**src/sv/rtd_pkg.sv**
```systemverilog
// shared constants, curve coefficients and controller/datapath structs
// depends on nothing; used by every rtd module
`default_nettype none

package rtd_pkg;

  // fixed-point layout
  localparam int FRAC_W    = 16;
  localparam int CK        = 48;
  localparam int RES_W     = 17;
  localparam int TEMP_W    = 20;
  localparam int ITER_W    = 6;
  localparam int TOL_W     = 16;
  localparam int T_W       = 28;
  localparam int ACC_W     = 62;
  localparam int ACC_SPLIT = 30;
  localparam int RT_W      = ACC_W - (CK - FRAC_W);
  localparam int DEN_W     = 30;
  localparam int NUM_W     = 47;
  localparam int QUO_W     = NUM_W + 1;
  localparam int KIDX_W    = 3;

  // resistance thresholds in 1/256 ohm
  localparam logic [RES_W-1:0] R_LOW  = 17'd4742;
  localparam logic [RES_W-1:0] R_MID  = 17'd25600;
  localparam logic [RES_W-1:0] R_HIGH = 17'd99963;

  // linear estimate t0 = (r - R_MID) * LIN_MUL / LIN_DIV, by reciprocal multiply
  // the reciprocal is rounded up; 2^LIN_SH exceeds max |r - R_MID| * LIN_DIV
  localparam longint LIN_MUL   = (64'sd1 <<< (FRAC_W - 8)) * 64'sd100000;
  localparam longint LIN_DIV   = 64'sd10005248 / 64'sd256;
  localparam int     LIN_SH    = 33;
  localparam longint LIN_RECIP = ((LIN_MUL <<< LIN_SH) + LIN_DIV - 64'sd1) / LIN_DIV;
  localparam int     LRC_W     = 43;

  // iterate clamp and output saturation
  localparam longint T_MIN   = -(64'sd1024 <<< FRAC_W);
  localparam longint T_MAX   = (64'sd1024 <<< FRAC_W) - 64'sd1;
  localparam longint OUT_MIN = -64'sd65536;
  localparam longint OUT_MAX = 64'sd270335;

  // curve coefficients in Q48
  localparam longint C0_L = 64'sd100 * (64'sd1 <<< CK);
  localparam longint C1_L = (64'sd39083 * (64'sd1 <<< 43) + 64'sd1562) / 64'sd3125;
  localparam longint C2_L = -((64'sd5775 * (64'sd1 <<< 40) + 64'sd195312) / 64'sd390625);
  localparam longint C3_L = (64'sd4183 * (64'sd1 <<< 37) + 64'sd24414062) / 64'sd48828125;
  localparam longint C4_L =
    -((64'sd4183 * (64'sd1 <<< 35) + 64'sd610351562) / 64'sd1220703125);
  localparam longint D2_L = 64'sd2 * C2_L;
  localparam longint D3_L = 64'sd3 * C3_L;
  localparam longint D4_L = 64'sd4 * C4_L;

  // configuration register indexes
  localparam logic CFG_MAX_ITER = 1'b0;
  localparam logic CFG_TOL      = 1'b1;

  // controller to datapath commands
  typedef struct packed {
    logic                  load_in;
    logic                  lin_done;
    logic                  h_load;
    logic                  h_mlo;
    logic                  h_mhi;
    logic                  h_acc;
    logic                  deriv;
    logic [KIDX_W-1:0]     k;
    logic                  take_rt;
    logic                  take_dv;
    logic                  step_start;
    logic                  step_apply;
    logic                  out_load;
    logic                  conv;
    logic [ITER_W-1:0]     used;
  } rtd_cmd_t;

  // datapath to controller status
  typedef struct packed {
    logic div_done;
    logic in_range;
    logic quartic;
    logic conv_hit;
  } rtd_stat_t;

  // horner coefficient sequence for value and slope, both branches
  function automatic logic signed [ACC_W-1:0] coef(input logic deriv, input logic quartic,
                                                   input logic [KIDX_W-1:0] k);
    logic signed [ACC_W-1:0] c;
    c = ACC_W'(C0_L);
    if (!deriv && quartic) begin
      case (k)
        3'd0:    c = ACC_W'(C4_L);
        3'd1:    c = ACC_W'(C3_L);
        3'd2:    c = ACC_W'(C2_L);
        3'd3:    c = ACC_W'(C1_L);
        default: c = ACC_W'(C0_L);
      endcase
    end else if (!deriv) begin
      case (k)
        3'd0:    c = ACC_W'(C2_L);
        3'd1:    c = ACC_W'(C1_L);
        default: c = ACC_W'(C0_L);
      endcase
    end else if (quartic) begin
      case (k)
        3'd0:    c = ACC_W'(D4_L);
        3'd1:    c = ACC_W'(D3_L);
        3'd2:    c = ACC_W'(D2_L);
        default: c = ACC_W'(C1_L);
      endcase
    end else begin
      case (k)
        3'd0:    c = ACC_W'(D2_L);
        default: c = ACC_W'(C1_L);
      endcase
    end
    return c;
  endfunction

  // index of the last coefficient of a horner pass
  function automatic logic [KIDX_W-1:0] horner_last(input logic deriv, input logic quartic);
    logic [KIDX_W-1:0] n;
    n = quartic ? (deriv ? 3'd3 : 3'd4) : (deriv ? 3'd1 : 3'd2);
    return n;
  endfunction

endpackage

`default_nettype wire

```
**src/sv/rtd_ctrl.sv**
```systemverilog
// controller: sequences linear estimate, horner passes, divisions and handshakes
// depends on rtd_pkg
`default_nettype none

module rtd_ctrl (
  input  logic                        clk,
  input  logic                        rst_n,
  input  logic [rtd_pkg::ITER_W-1:0]  max_iter,
  input  logic                        in_valid,
  output logic                        in_stall,
  output logic                        out_valid,
  input  logic                        out_stall,
  input  rtd_pkg::rtd_stat_t          stat,
  output rtd_pkg::rtd_cmd_t           cmd
);

  typedef enum logic [10:0] {
    ST_IDLE     = 11'b000_0000_0001,
    ST_LIN      = 11'b000_0000_0010,
    ST_H_LOAD   = 11'b000_0000_0100,
    ST_H_MLO    = 11'b000_0000_1000,
    ST_H_MHI    = 11'b000_0001_0000,
    ST_H_ACC    = 11'b000_0010_0000,
    ST_TAKE     = 11'b000_0100_0000,
    ST_DIV      = 11'b000_1000_0000,
    ST_DIV_WAIT = 11'b001_0000_0000,
    ST_STEP     = 11'b010_0000_0000,
    ST_FINISH   = 11'b100_0000_0000
  } state_t;

  state_t                       state_r, state_nxt;
  logic                         deriv_r, deriv_nxt;
  logic [rtd_pkg::KIDX_W-1:0]   k_r, k_nxt;
  logic [rtd_pkg::ITER_W-1:0]   cnt_r, cnt_nxt;
  logic                         conv_r, conv_nxt;
  logic                         out_valid_r, out_valid_nxt;
  logic [rtd_pkg::ITER_W-1:0]   cnt_inc;

  assign cnt_inc = cnt_r + 1'b1;

  // next state and commands
  always_comb begin
    state_nxt     = state_r;
    deriv_nxt     = deriv_r;
    k_nxt         = k_r;
    cnt_nxt       = cnt_r;
    conv_nxt      = conv_r;
    out_valid_nxt = out_valid_r;
    cmd           = '0;
    cmd.deriv     = deriv_r;
    cmd.k         = k_r;
    cmd.conv      = conv_r;
    cmd.used      = cnt_r;
    if (out_valid_r && !out_stall) begin
      out_valid_nxt = 1'b0;
    end
    case (state_r)
      ST_IDLE: begin
        if (in_valid) begin
          cmd.load_in = 1'b1;
          cnt_nxt     = '0;
          conv_nxt    = 1'b0;
          state_nxt   = ST_LIN;
        end
      end
      ST_LIN: begin
        cmd.lin_done = 1'b1;
        if (stat.in_range && (max_iter != '0)) begin
          deriv_nxt = 1'b0;
          k_nxt     = '0;
          state_nxt = ST_H_LOAD;
        end else begin
          state_nxt = ST_FINISH;
        end
      end
      ST_H_LOAD: begin
        cmd.h_load = 1'b1;
        k_nxt      = 3'd1;
        state_nxt  = ST_H_MLO;
      end
      ST_H_MLO: begin
        cmd.h_mlo = 1'b1;
        state_nxt = ST_H_MHI;
      end
      ST_H_MHI: begin
        cmd.h_mhi = 1'b1;
        state_nxt = ST_H_ACC;
      end
      ST_H_ACC: begin
        cmd.h_acc = 1'b1;
        if (k_r == rtd_pkg::horner_last(deriv_r, stat.quartic)) begin
          state_nxt = ST_TAKE;
        end else begin
          k_nxt     = k_r + 1'b1;
          state_nxt = ST_H_MLO;
        end
      end
      ST_TAKE: begin
        if (!deriv_r) begin
          cmd.take_rt = 1'b1;
          deriv_nxt   = 1'b1;
          k_nxt       = '0;
          state_nxt   = ST_H_LOAD;
        end else begin
          cmd.take_dv = 1'b1;
          state_nxt   = ST_DIV;
        end
      end
      ST_DIV: begin
        cmd.step_start = 1'b1;
        state_nxt      = ST_DIV_WAIT;
      end
      ST_DIV_WAIT: begin
        if (stat.div_done) begin
          state_nxt = ST_STEP;
        end
      end
      ST_STEP: begin
        cmd.step_apply = 1'b1;
        cnt_nxt        = cnt_inc;
        if (stat.conv_hit) begin
          conv_nxt  = 1'b1;
          state_nxt = ST_FINISH;
        end else if (cnt_inc == max_iter) begin
          state_nxt = ST_FINISH;
        end else begin
          deriv_nxt = 1'b0;
          k_nxt     = '0;
          state_nxt = ST_H_LOAD;
        end
      end
      ST_FINISH: begin
        if (!out_valid_r || !out_stall) begin
          cmd.out_load  = 1'b1;
          out_valid_nxt = 1'b1;
          state_nxt     = ST_IDLE;
        end
      end
      default: begin
        state_nxt = ST_IDLE;
      end
    endcase
  end

  // control registers
  always_ff @(posedge clk) begin
    if (!rst_n) begin
      state_r     <= ST_IDLE;
      deriv_r     <= 1'b0;
      k_r         <= '0;
      cnt_r       <= '0;
      conv_r      <= 1'b0;
      out_valid_r <= 1'b0;
    end else begin
      state_r     <= state_nxt;
      deriv_r     <= deriv_nxt;
      k_r         <= k_nxt;
      cnt_r       <= cnt_nxt;
      conv_r      <= conv_nxt;
      out_valid_r <= out_valid_nxt;
    end
  end

  assign in_stall  = (state_r != ST_IDLE);
  assign out_valid = out_valid_r;

endmodule

`default_nettype wire

```
**config.mk**
```make
export PLATFORM = sky130hd
export DESIGN_NAME = rtd_ctrl
export DESIGN_NICKNAME = d
export VERILOG_FILES = /design/src/sv/rtd_pkg.sv /design/src/sv/rtd_ctrl.sv
export SDC_FILE = /design/constraint.sdc
export NUM_CORES = 1
export LEC_CHECK = 0
export BUFFER_PORTS_ARGS = -buffer_cell sky130_fd_sc_hd__buf_2
export CORE_UTILIZATION = 23
export DETAILED_ROUTE_END_ITERATION = 8
export PLACE_DENSITY = 0.42
export SYNTH_ARGS = -nofsm -noshare
export SYNTH_HDL_FRONTEND = slang
export SYNTH_SLANG_ARGS = --single-unit
```
**constraint.sdc**
```tcl
create_clock -name clk -period 2.4 [get_ports clk]
set_clock_uncertainty 0.1 [all_clocks]
set_input_delay 0.48 -clock clk [delete_from_list [all_inputs] [get_ports clk]]
set_output_delay 0.48 -clock clk [all_outputs]
set_load 0.03 [all_outputs]
```
# ---- After elaboration in Yosys (flattened, before gate mapping)
# Index checks and enable logic that the tools add are counted.
dict set report word_totals {
  word_cells 89
  reg_bits 23
}
dict set report classes {
  n_reduce_logical 14
  n_eq_ne 23
  add_sub_neg 2
  n_mux 44
}
# op count
set op_table {}
lappend op_table {{one-hot mux 11 bit (11 select lines)} 1}
lappend op_table {{two-way mux 11 bit} 6}
lappend op_table {{two-way mux 1 bit} 21}
lappend op_table {{two-way mux 3 bit} 7}
lappend op_table {{inequality test 2 bit, second input constant} 9}
lappend op_table {{one-hot mux 3 bit (5 select lines)} 1}
lappend op_table {{one-hot mux 6 bit (2 select lines)} 1}
lappend op_table {{equality test 11 x 1 -> 1 bit, second input constant} 1}
lappend op_table {{equality test 11 x 10 -> 1 bit, second input constant} 1}
lappend op_table {{equality test 11 bit, second input constant} 1}
lappend op_table {{equality test 11 x 2 -> 1 bit, second input constant} 1}
lappend op_table {{equality test 11 x 3 -> 1 bit, second input constant} 1}
lappend op_table {{equality test 11 x 4 -> 1 bit, second input constant} 1}
lappend op_table {{equality test 11 x 5 -> 1 bit, second input constant} 1}
lappend op_table {{equality test 11 x 6 -> 1 bit, second input constant} 1}
lappend op_table {{equality test 11 x 7 -> 1 bit, second input constant} 1}
lappend op_table {{equality test 11 x 8 -> 1 bit, second input constant} 1}
lappend op_table {{equality test 11 x 9 -> 1 bit, second input constant} 1}
lappend op_table {{inequality test 11 x 1 -> 1 bit, second input constant} 1}
lappend op_table {{two-way mux 8 bit} 1}
lappend op_table {{two-way mux 7 bit} 1}
lappend op_table {{adder 6 x 1 -> 6 bit, second input constant} 1}
lappend op_table {{equality test 6 bit} 1}
lappend op_table {{two-way mux 6 bit} 1}
lappend op_table {{16 further kinds} 20}

# ---- Logic depth before layout (Yosys ltp)
# Gate-level depths: netlist of run 1.
dict set report depth {
  ltp_word 5
  depth_mapped 8
}

# ---- Worst setup path before layout of run 1
# No wires, ideal clock.
dict set report synth_timing {
  kind {register -> output}
  start {reg state_r[9]}
  end {out cmd[7] in the netlist's numbering}
  arrival_ns 1.699
  slack_ns 0.121
  path_buffers 0
  path_stages_with_launch 5
  cell_sequence {dfxtp_1 or4_1 nor2_1 nand3_1 a21oi_1}
}
# item line
set synth_lines {}
lappend synth_lines {{start, declared} rtd_ctrl.sv:31} ;# state_t state_r, state_nxt;
lappend synth_lines {{start signal, assigned} rtd_ctrl.sv:155} ;# state_r <= state_nxt;
lappend synth_lines {{end, declared} rtd_ctrl.sv:14} ;# output rtd_pkg::rtd_cmd_t cmd

==> results of run 1 <==
## synthesized netlist by cell type, types with 2 or more instances
library cell	instances
nor4b_1	2
and3_1	6
a21boi_1	6
o21bai_1	2
or3_1	3
nor4_1	4
xor2_1	9
clkbuf_1	2
nand3_1	5
nor2b_1	5
or4_1	2
nor2_1	11
inv_1	8
dfxtp_1	23
buf_4	3
nor3_1	2
and4b_1	2
o21ai_0	7
xnor2_1	4
a21o_1	2
mux2i_1	3
nand4_1	3
nand3b_1	2
o21ai_1	4
ha_1	3
a21oi_1	7
and2_1	6
nand2_1	14
o211ai_1	3
## sequential cells by signal, summed over array words and instances, names as in the netlist
signal	count
cnt_r	6
conv_r	1
state_r	11
deriv_r	1
out_valid	1
k_r	3
## area by class of cell
cell class	count	area, µm²	area share
multi-input cells	143	1012	0.5140
flip-flops and latches	23	478.0	0.2427
repair buffers	49	292.8	0.1487
well taps	77	96.34	0.04892
clock buffers	4	45.04	0.02287
inverters	10	45.04	0.02287
## cell usage in the layout (no fill, tap or decap), drive strengths merged, types with 2 or more instances in the layout
| cell | count |
|---|---|
| a21boi | 6 |
| a21o | 2 |
| a21oi | 7 |
| and2 | 7 |
| and3 | 7 |
| and4b | 2 |
| buf | 48 |
| clkbuf | 5 |
| dfxtp | 23 |
| ha | 3 |
| inv | 10 |
| mux2i | 3 |
| nand2 | 15 |
| nand3 | 5 |
| nand3b | 2 |
| nand4 | 3 |
| nor2 | 12 |
| nor2b | 5 |
| nor3 | 3 |
| nor4 | 6 |
| nor4b | 2 |
| o211ai | 3 |
| o21ai | 11 |
| o21bai | 2 |
| or2 | 2 |
| or3 | 3 |
| or4 | 3 |
| xnor2 | 4 |
| xor2 | 9 |
## power groups by stage
stage	registers [mW]	clock network [mW]	logic, mW
after floorplan	0.439	0	0.320
after global placement	0.447	0	0.426
after detailed placement	0.446	0	0.422
after CTS	0.440	0.260	0.466
after global routing	0.443	0.280	0.579
final	0.438	0.250	0.529
## worst min path at each step
stage | endpoint | slack (ns) | cells after the start
2_1_floorplan | conv_r | 0.39 | 2
3_3_place_gp | k_r[1] | 0.40 | 2
3_5_place_dp | k_r[1] | 0.40 | 2
4_1_cts | state_r[9] | 0.39 | 3
5_1_grt | state_r[9] | 0.41 | 3
6_report | state_r[9] | 0.38 | 3
## through the flow
stage	cell area [µm²]	setup TNS, ns	power, mW	util
5_1_grt	1969	-0.3708	1.302	0.3101
4_1_cts	1873	-0.006605	1.166	0.2950
6_report	1969	0	1.217	0.3101
2_1_floorplan	1520	0	0.7595	-
3_5_place_dp	1783	0	0.8680	0.2808
3_3_place_gp	1783	0	0.8730	0.2808
## logic make-up after synthesis
logic type               after synthesis  synth area share
AND/OR/NAND/NOR                       83            0.3424
AO/OA/AOI/OAI                         41            0.1819
flip-flops                            23            0.3029
buffers and inverters                 16           0.05350
XOR/XNOR                              13           0.07490
multiplexers                           3           0.01975
adder cells (fa/ha/maj)                3           0.02469
## worst reg2reg max path, delay by kind of cell (launching register included)
kind,cells,cell delay [ns]
AO/OA/AOI/OAI,2,0.49
flip-flops,1,0.35
multiplexers,1,0.21
AND/OR/NAND/NOR,3,0.82
buffers and inverters,1,0.13
## routing by layer
layer / global-route usage / vias to the layer above / wire length, µm
met5: 0 / - / 0
li1: - / 759 / -
met3: 0.02286 / 4 / 170
met2: 0.1766 / 31 / 1747
met1: 0.1838 / 673 / 2093
met4: 0.02351 / 0 / 36
## repair_timing
item | 4_1_cts | 5_1_grt
setup buffers | 2 | 7
pin swaps | 3 | 5
setup endpoints to repair | 4 | 10
resized for setup | 11 | 16
==> results.ini, run 1 <==
[timing]
tightest_slew_ns=0.4612
finalWorstPathRequiredPeriod_ns=2.394
worst_slack_ns=0.005811
drv_slew=0
fin_crit_sh=0.9976
max_freq_mhz=417.7
setup_viol=0
max-slew-margin-rel=0.6926
rsz0062_at_grt=true
whs_ns=0.3849
hold_viol_final=0

[global_route]
grt_overflow=0
grt_pass1_vias=1382
grt_antenna_before_repair=0
grt_pass1_wl_mm=6.879
grt_use_total=0.1212
grt_start_max_net_pins=27

[placement]
hpwlAfterDp_mm=2.973
gp_congestion=0.7430
place_ws_ns=0.1786
port_buffers=37
dp.cells=293

[floorplanning]
die_y_um=83.30
io_pins=38
core_mm2=0.006350
die-area_mm2=0.006939
dieWidth_um=83.30
std_cell_rows=29
initial_utilization=0.2394

[flow_run]
cap_violations=0

[setup_path]
critPathCaptureType=output pin
path_max_fanout=4
path_delay_family=simple AND/OR/NAND/NOR gates
reg2regPathDepth=7
crit_start=state_r[9]
slowest_stage=nor4_1
critPathLaunchType=flop
cp.depth=6
endpoint=cmd[11]
required_ns=1.82
timing.rr.start=state_r[9]
reg2reg_to=k_r[1]
slowest_delay_ns=0.39
crit_chain=buf_4, nor4_1, and3_2, nand2_1, inv_1, buf_2
path_buf_inv=3
cp.arrival_ns=1.81
worstSetupPathType=reg2out
rrSetupSlack_ns=0.23

[routing]
drc=0
wl_mm=4.048
via_count=1467
drt-initial-drc-count=94
drtAntennaViolNets=0
firstDrtPassIters=4
vias_per_cell=4.794
wl_per_cell_um=13.23

[power]
powerDensity_mw_per_mm2=618.1
pwr-share-seq=0.360
p_clk_frac=0.206
p_switching_mw=0.4501
p_int_mw=0.7671
irDropWorstVdd_uv=431.4
leakagePower_nw=0.9220
combPwrFrac=0.434
switching_share=0.3698

[synth]
syn-num-nets=199
postSynth.asyncResetShare=0
seq_area_frac_synth=0.3029
synth_top_area_share=0.3029
synthCells=182
synth_edf_count=0
synth.largest_area_cell=dfxtp_1
yosys_register_bits=23
avgSynthCellArea_um2=8.353
synth_ff_type=dfxtp_1
synth_area_mm2=0.001520
ys_types=58
ys_warn_count=0
netlist_top_cells_area=dfxtp_1 30%, xor2_1 5.2%, nand2_1 3.5%

[cts]
cts_tree=done
clock_latency_ns=0.27
holdBufCountCts=0
numCtsBuffers=3
clock_sinks=23
clk_pin_slew_ns=0.09
ctsLongestPathBuffers=2
root_buffer=clkbuf_8
cts_htree_levels=1

[layout]
stdcell_count=306
fillers=692
syn2layout_area_growth_pct=29.55
fin_nets=247
diodes=0
drive_above_1_share=0.3362

[min_path]
holdCritStartpoint=stat[3]
hold_class=in2reg

[run_status]
status=completed

Power figures use the tool's default switching activity.
==> inputs of run 2 (changes only) <==
==> constraint.sdc (replaced) <==
create_clock -name clk -period 2.8 [get_ports clk]
set_clock_uncertainty 0.1 [all_clocks]
set_input_delay 0.56 -clock clk [delete_from_list [all_inputs] [get_ports clk]]
set_output_delay 0.56 -clock clk [all_outputs]
set_load 0.03 [all_outputs]
==> run 2 against run 1 <==
Count of clock-buffer cells in the layout stayed put. Combinational power is 33% lower. Register-to-register slack better by 0.40 ns. Largest cell class unchanged. Critical path type unchanged.
==> results.ini, run 2 (synthesis results as in run 1) <==
[run_status]
status=completed

[layout]
layout_commonest_cell=buf_2
fin_nets=235
fillers=707
top_regs=state_r (11), cnt_r (6), k_r (3)
diodes=0
drive_above_1_share=0.2442
stdcell_count=294
largest_register_ffs=11
top_register=state_r
syn2layout_area_growth_pct=18.77
layout_common_cells=37 x buf_2, 23 x dfxtp_1, 14 x nand2_1

[cts]
root_buffer=clkbuf_8
holdBufCountCts=0
clock_latency_ns=0.27
cts_tree=done
numCtsBuffers=3
cts_setup_buffers=0
cts_htree_levels=1
ctsLongestPathBuffers=2
clock_sinks=23
cts_resized=0
clk_pin_slew_ns=0.08

[timing]
max_freq_mhz=384.5
drv_slew=0
whs_ns=0.4151
setup_viol=0
rsz0062_at_grt=false
fin_crit_sh=0.9289
tightest_slew_ns=0.5658
max-slew-margin-rel=0.6193
setup_tns_ns=0
hold_viol_final=0
finalWorstPathRequiredPeriod_ns=2.601

[routing]
drtAntennaViolNets=0
drc=0
drt-initial-drc-count=98
wl_mm=3.881
vias_per_cell=4.844
firstDrtPassIters=4
via_count=1424
wl_per_cell_um=13.20

[floorplanning]
die-area_mm2=0.006939
io_pins=38
core_mm2=0.006350
initial_utilization=0.2394
dieWidth_um=83.30
die_y_um=83.30
std_cell_rows=29

[placement]
hpwlAfterDp_mm=2.946
gp_congestion=0.7174
port_buffers=37
dp.cells=290

[setup_path]
reg2reg_to=deriv_r
critPathCaptureType=output pin
required_ns=2.14
reg2regPathDepth=7
cp.arrival_ns=1.94
worstSetupPathType=reg2out
path_max_fanout=7
timing.rr.start=cnt_r[0]
critPathLaunchType=flop
rrSetupSlack_ns=0.63

[global_route]
grt_pass1_vias=1385
grt_overflow=0
grt_pass1_wl_mm=6.837
grt_use_total=0.1205
grt_start_max_net_pins=27
grt_antenna_before_repair=0

[power]
leakagePower_nw=0.8473
powerDensity_mw_per_mm2=523.3
irDropWorstVdd_uv=278.7

[min_path]
min_path_cells=2
holdCritStartpoint=conv_r
hold_class=reg2reg
whs_endpoint=conv_r

[flow_run]
cap_violations=0

-- run 2: cell types whose count changed in the layout (fill, tap and decap cells not counted), moves of 2 or more --
cell and change:
buf_2 +4, buf_4 -13, buf_6 -2, dfxtp_1 +6, dfxtp_2 -2, dfxtp_4 -4
-- run 2: area by class of cell --
class	instances	area [µm²]	area share
Multi-Input combinational cell	143	978.4	0.5419
Sequential cell	23	460.4	0.2550
Timing Repair Buffer	37	185.2	0.1026
Tap cell	77	96.34	0.05336
Clock buffer	4	45.04	0.02495
Inverter	10	40.04	0.02218
-- run 2: per-layer routing --
metal  track usage  up-vias  part of all wire
li1              -      733                 -
met1        0.1733      662              0.54
met2        0.1833       25              0.42
met3       0.02783        4             0.036
met4       0.02351        0            0.0090
met5             0        -                 0
-- run 2: worst max path at each step --
| stage | to | startpoint | slack, ns | cells past startpoint |
|---|---|---|---|---|
| after floorplan | cmd[7] | state_r[9] | 0.44 | 4 |
| after global placement | cmd[21] | state_r[7] | 0.51 | 4 |
| after detailed placement | cmd[21] | state_r[9] | 0.49 | 4 |
| after CTS | cmd[21] | state_r[9] | 0.17 | 4 |
| after global routing | cmd[7] | state_r[9] | 0.06 | 5 |
| final | cmd[21] | state_r[7] | 0.20 | 4 |
-- run 2: stage by stage --
| stage | util | cell area, µm² | power [mW] | setup WS, ns |
|---|---|---|---|---|
| 2_1_floorplan | - | 1520 | 0.6510 | 0.4413 |
| 3_3_place_gp | 0.2772 | 1760 | 0.7467 | 0.5054 |
| 3_5_place_dp | 0.2772 | 1760 | 0.7431 | 0.4867 |
| 4_1_cts | 0.2843 | 1805 | 0.9650 | 0.1746 |
| 5_1_grt | 0.2843 | 1805 | 1.013 | 0.05557 |
| 6_report | 0.2843 | 1805 | 0.9449 | 0.1991 |
-- run 2: critical path, stage by stage, from the launching register on --
cell	delay, ns
dfxtp_1	0.38
or4_4	0.60
nor4_4	0.30
and2_4	0.20
buf_2	0.19
-- run 2: where the power goes --
part           total, mW  switching (mW)  internal, mW  leakage [nW]
sequential         0.376          0.0304         0.345         0.186
combinational      0.357           0.218         0.139         0.639
clock              0.212           0.110         0.102        0.0228
==> inputs of run 3 (changes only) <==
--- a/config.mk
+++ b/config.mk
@@ -5,6 +5,7 @@
 export SDC_FILE = /design/constraint.sdc
 export NUM_CORES = 1
 export LEC_CHECK = 0
+export ABC_AREA = 1
 export BUFFER_PORTS_ARGS = -buffer_cell sky130_fd_sc_hd__buf_2
 export CORE_UTILIZATION = 23
 export DETAILED_ROUTE_END_ITERATION = 8
==> run 3 against run 2 <==
Count of clock-buffer cells in the layout stayed put. Register-to-register slack better by 0.19 ns. Sequential power is 3% lower. Wire length is 1.5% lower. Sequential share of layout area is 0.19 points lower. Cell area is 0.76% higher. Fmax is 16% higher. Critical path type unchanged. Die area is 0.24% higher. Combinational power is 16% lower. Utilization is 0.054 points higher.
==> results.ini, run 3 <==
[power]
powerDensity_mw_per_mm2=484.2
irDropWorstVdd_uv=153.0
leakagePower_nw=0.9110
power.total_mw=0.8809

[synth]
postSynth.asyncResetShare=0
synth_edf_count=0
synth_top_area_share=0.3021
synth.largest_area_cell=dfxtp_1
seq_area_frac_synth=0.3021
netlist_top_cells_area=dfxtp_1 30%, nand2_1 13%, nor2_1 6.9%
synthCells=232
avgSynthCellArea_um2=6.569
ys_top_cells_by_count=54 x nand2_1, 28 x nor2_1, 25 x inv_1
ys_types=29
ys_warn_count=0
synth_ff_type=dfxtp_1
syn-num-nets=249
yosys.cell_count.top_type=nand2_1
synth_area_mm2=0.001524
yosys_register_bits=23

[layout]
layout_common_cells=54 x nand2_1, 37 x buf_2, 28 x nor2_1
largest_register_ffs=11
fillers=720
layout_commonest_cell=nand2_1
top_regs=state_r (11), cnt_r (6), k_r (3)
postLayoutCoreUtil=0.2849
fin_nets=286
stdcell_count=345
drive_above_1_share=0.2724
stdcell_area_mm2=0.001819
diodes=0
syn2layout_area_growth_pct=19.38
top_register=state_r

[floorplanning]
initial_utilization=0.2386
core_mm2=0.006386
io_pins=38
dieWidth_um=83.40
die_y_um=83.40
std_cell_rows=29
die-area_mm2=0.006956

[global_route]
grt_antenna_before_repair=0
grt_pass1_vias=1454
grt_use_total=0.1177
grt_overflow=0
grt_pass1_wl_mm=6.665
grt_start_max_net_pins=17

[min_path]
min_path_cells=2
whs_endpoint=out_valid
holdCritStartpoint=out_valid
hold_class=reg2reg

[timing]
drv_slew=0
max-slew-margin-rel=0.6284
fin_crit_sh=0.7980
max_freq_mhz=447.5
setup_tns_ns=0
setup_viol=0
finalWorstPathRequiredPeriod_ns=2.235
rsz0062_at_grt=false
tightest_slew_ns=0.5567
hold_viol_final=0

[cts]
cts_tree=done
cts_resized=0
cts_htree_levels=1
clk_pin_slew_ns=0.09
clock_sinks=23
numCtsBuffers=3
holdBufCountCts=0
clock_latency_ns=0.26
root_buffer=clkbuf_8
ctsLongestPathBuffers=2
cts_setup_buffers=0

[setup_path]
cp.arrival_ns=1.57
path_max_fanout=5
timing.rr.start=cnt_r[0]
critPathCaptureType=output pin
critPathLaunchType=flop
reg2regPathDepth=14
reg2reg_to=k_r[0]
required_ns=2.14
rrSetupSlack_ns=0.82
worstSetupPathType=reg2out

[placement]
port_buffers=37
hpwlAfterDp_mm=3.074
dpl_cell_area_mm2=0.001774
gp_congestion=0.7916
dp.cells=341

[routing]
drc=0
via_count=1504
vias_per_cell=4.359
wl_mm=3.822
firstDrtPassIters=4
drtAntennaViolNets=0
wl_per_cell_um=11.08
drt-initial-drc-count=31

[run_status]
status=completed

[flow_run]
cap_violations=0

-- run 3: kinds of logic (layout without fill, tap and decap cells) --
family / count (synthesis) / after routing / synth area share
AND/OR/NAND/NOR: 141 / 141 / 0.4639
XOR/XNOR: 6 / 6 / 0.03449
AO/OA/AOI/OAI: 21 / 21 / 0.07143
flip-flops: 23 / 23 / 0.3021
buffers and inverters: 38 / 74 / 0.1034
adder cells (fa/ha/maj): 3 / 3 / 0.02463
-- run 3: cell type report --
type / instances / area [µm²] / share of cell area
Clock buffer: 4 / 45.04 / 0.02476
Inverter: 33 / 126.4 / 0.06946
Multi-Input combinational cell: 171 / 905.9 / 0.4979
Sequential cell: 23 / 460.4 / 0.2531
Tap cell: 77 / 96.34 / 0.05296
Timing Repair Buffer: 37 / 185.2 / 0.1018
-- run 3: power breakdown --
group	internal, mW	switching [mW]
sequential	0.347	0.0198
combinational	0.0972	0.204
clock	0.102	0.111
-- run 3: worst max-delay path, cell delays in order (launching register included) --
cell	delay (ns)
dfxtp_1	0.34
nor2_2	0.19
nand2_4	0.11
nor2_4	0.13
nand2_2	0.11
nor2_1	0.19
buf_2	0.23
-- run 3: metal layers --
metal	part of all wire	track usage	vias to the layer above
met5	0	0	-
li1	-	-	805
met1	0.50	0.1537	671
met4	0.0084	0.04232	0
met2	0.47	0.1982	26
met3	0.029	0.01491	2
-- run 3: per-stage QoR --
stage / setup slack (ns) / hold WS, ns
floorplan: 0.7029 / 0.3776
global placement: 0.7729 / 0.3799
detailed placement: 0.7385 / 0.3877
CTS: 0.5260 / 0.4007
global route: 0.4217 / 0.4260
finish: 0.5655 / 0.3911
-- run 3: how the worst max path moves through the flow --
stage                          start  endpoint  cells after the start
final                     state_r[0]   cmd[11]                      6
after global routing      state_r[4]   cmd[21]                      6
after floorplan           state_r[4]   cmd[21]                      5
after global placement       stat[1]    k_r[0]                     11
after CTS                 state_r[0]   cmd[11]                      6
after detailed placement     stat[1]    k_r[0]                     11
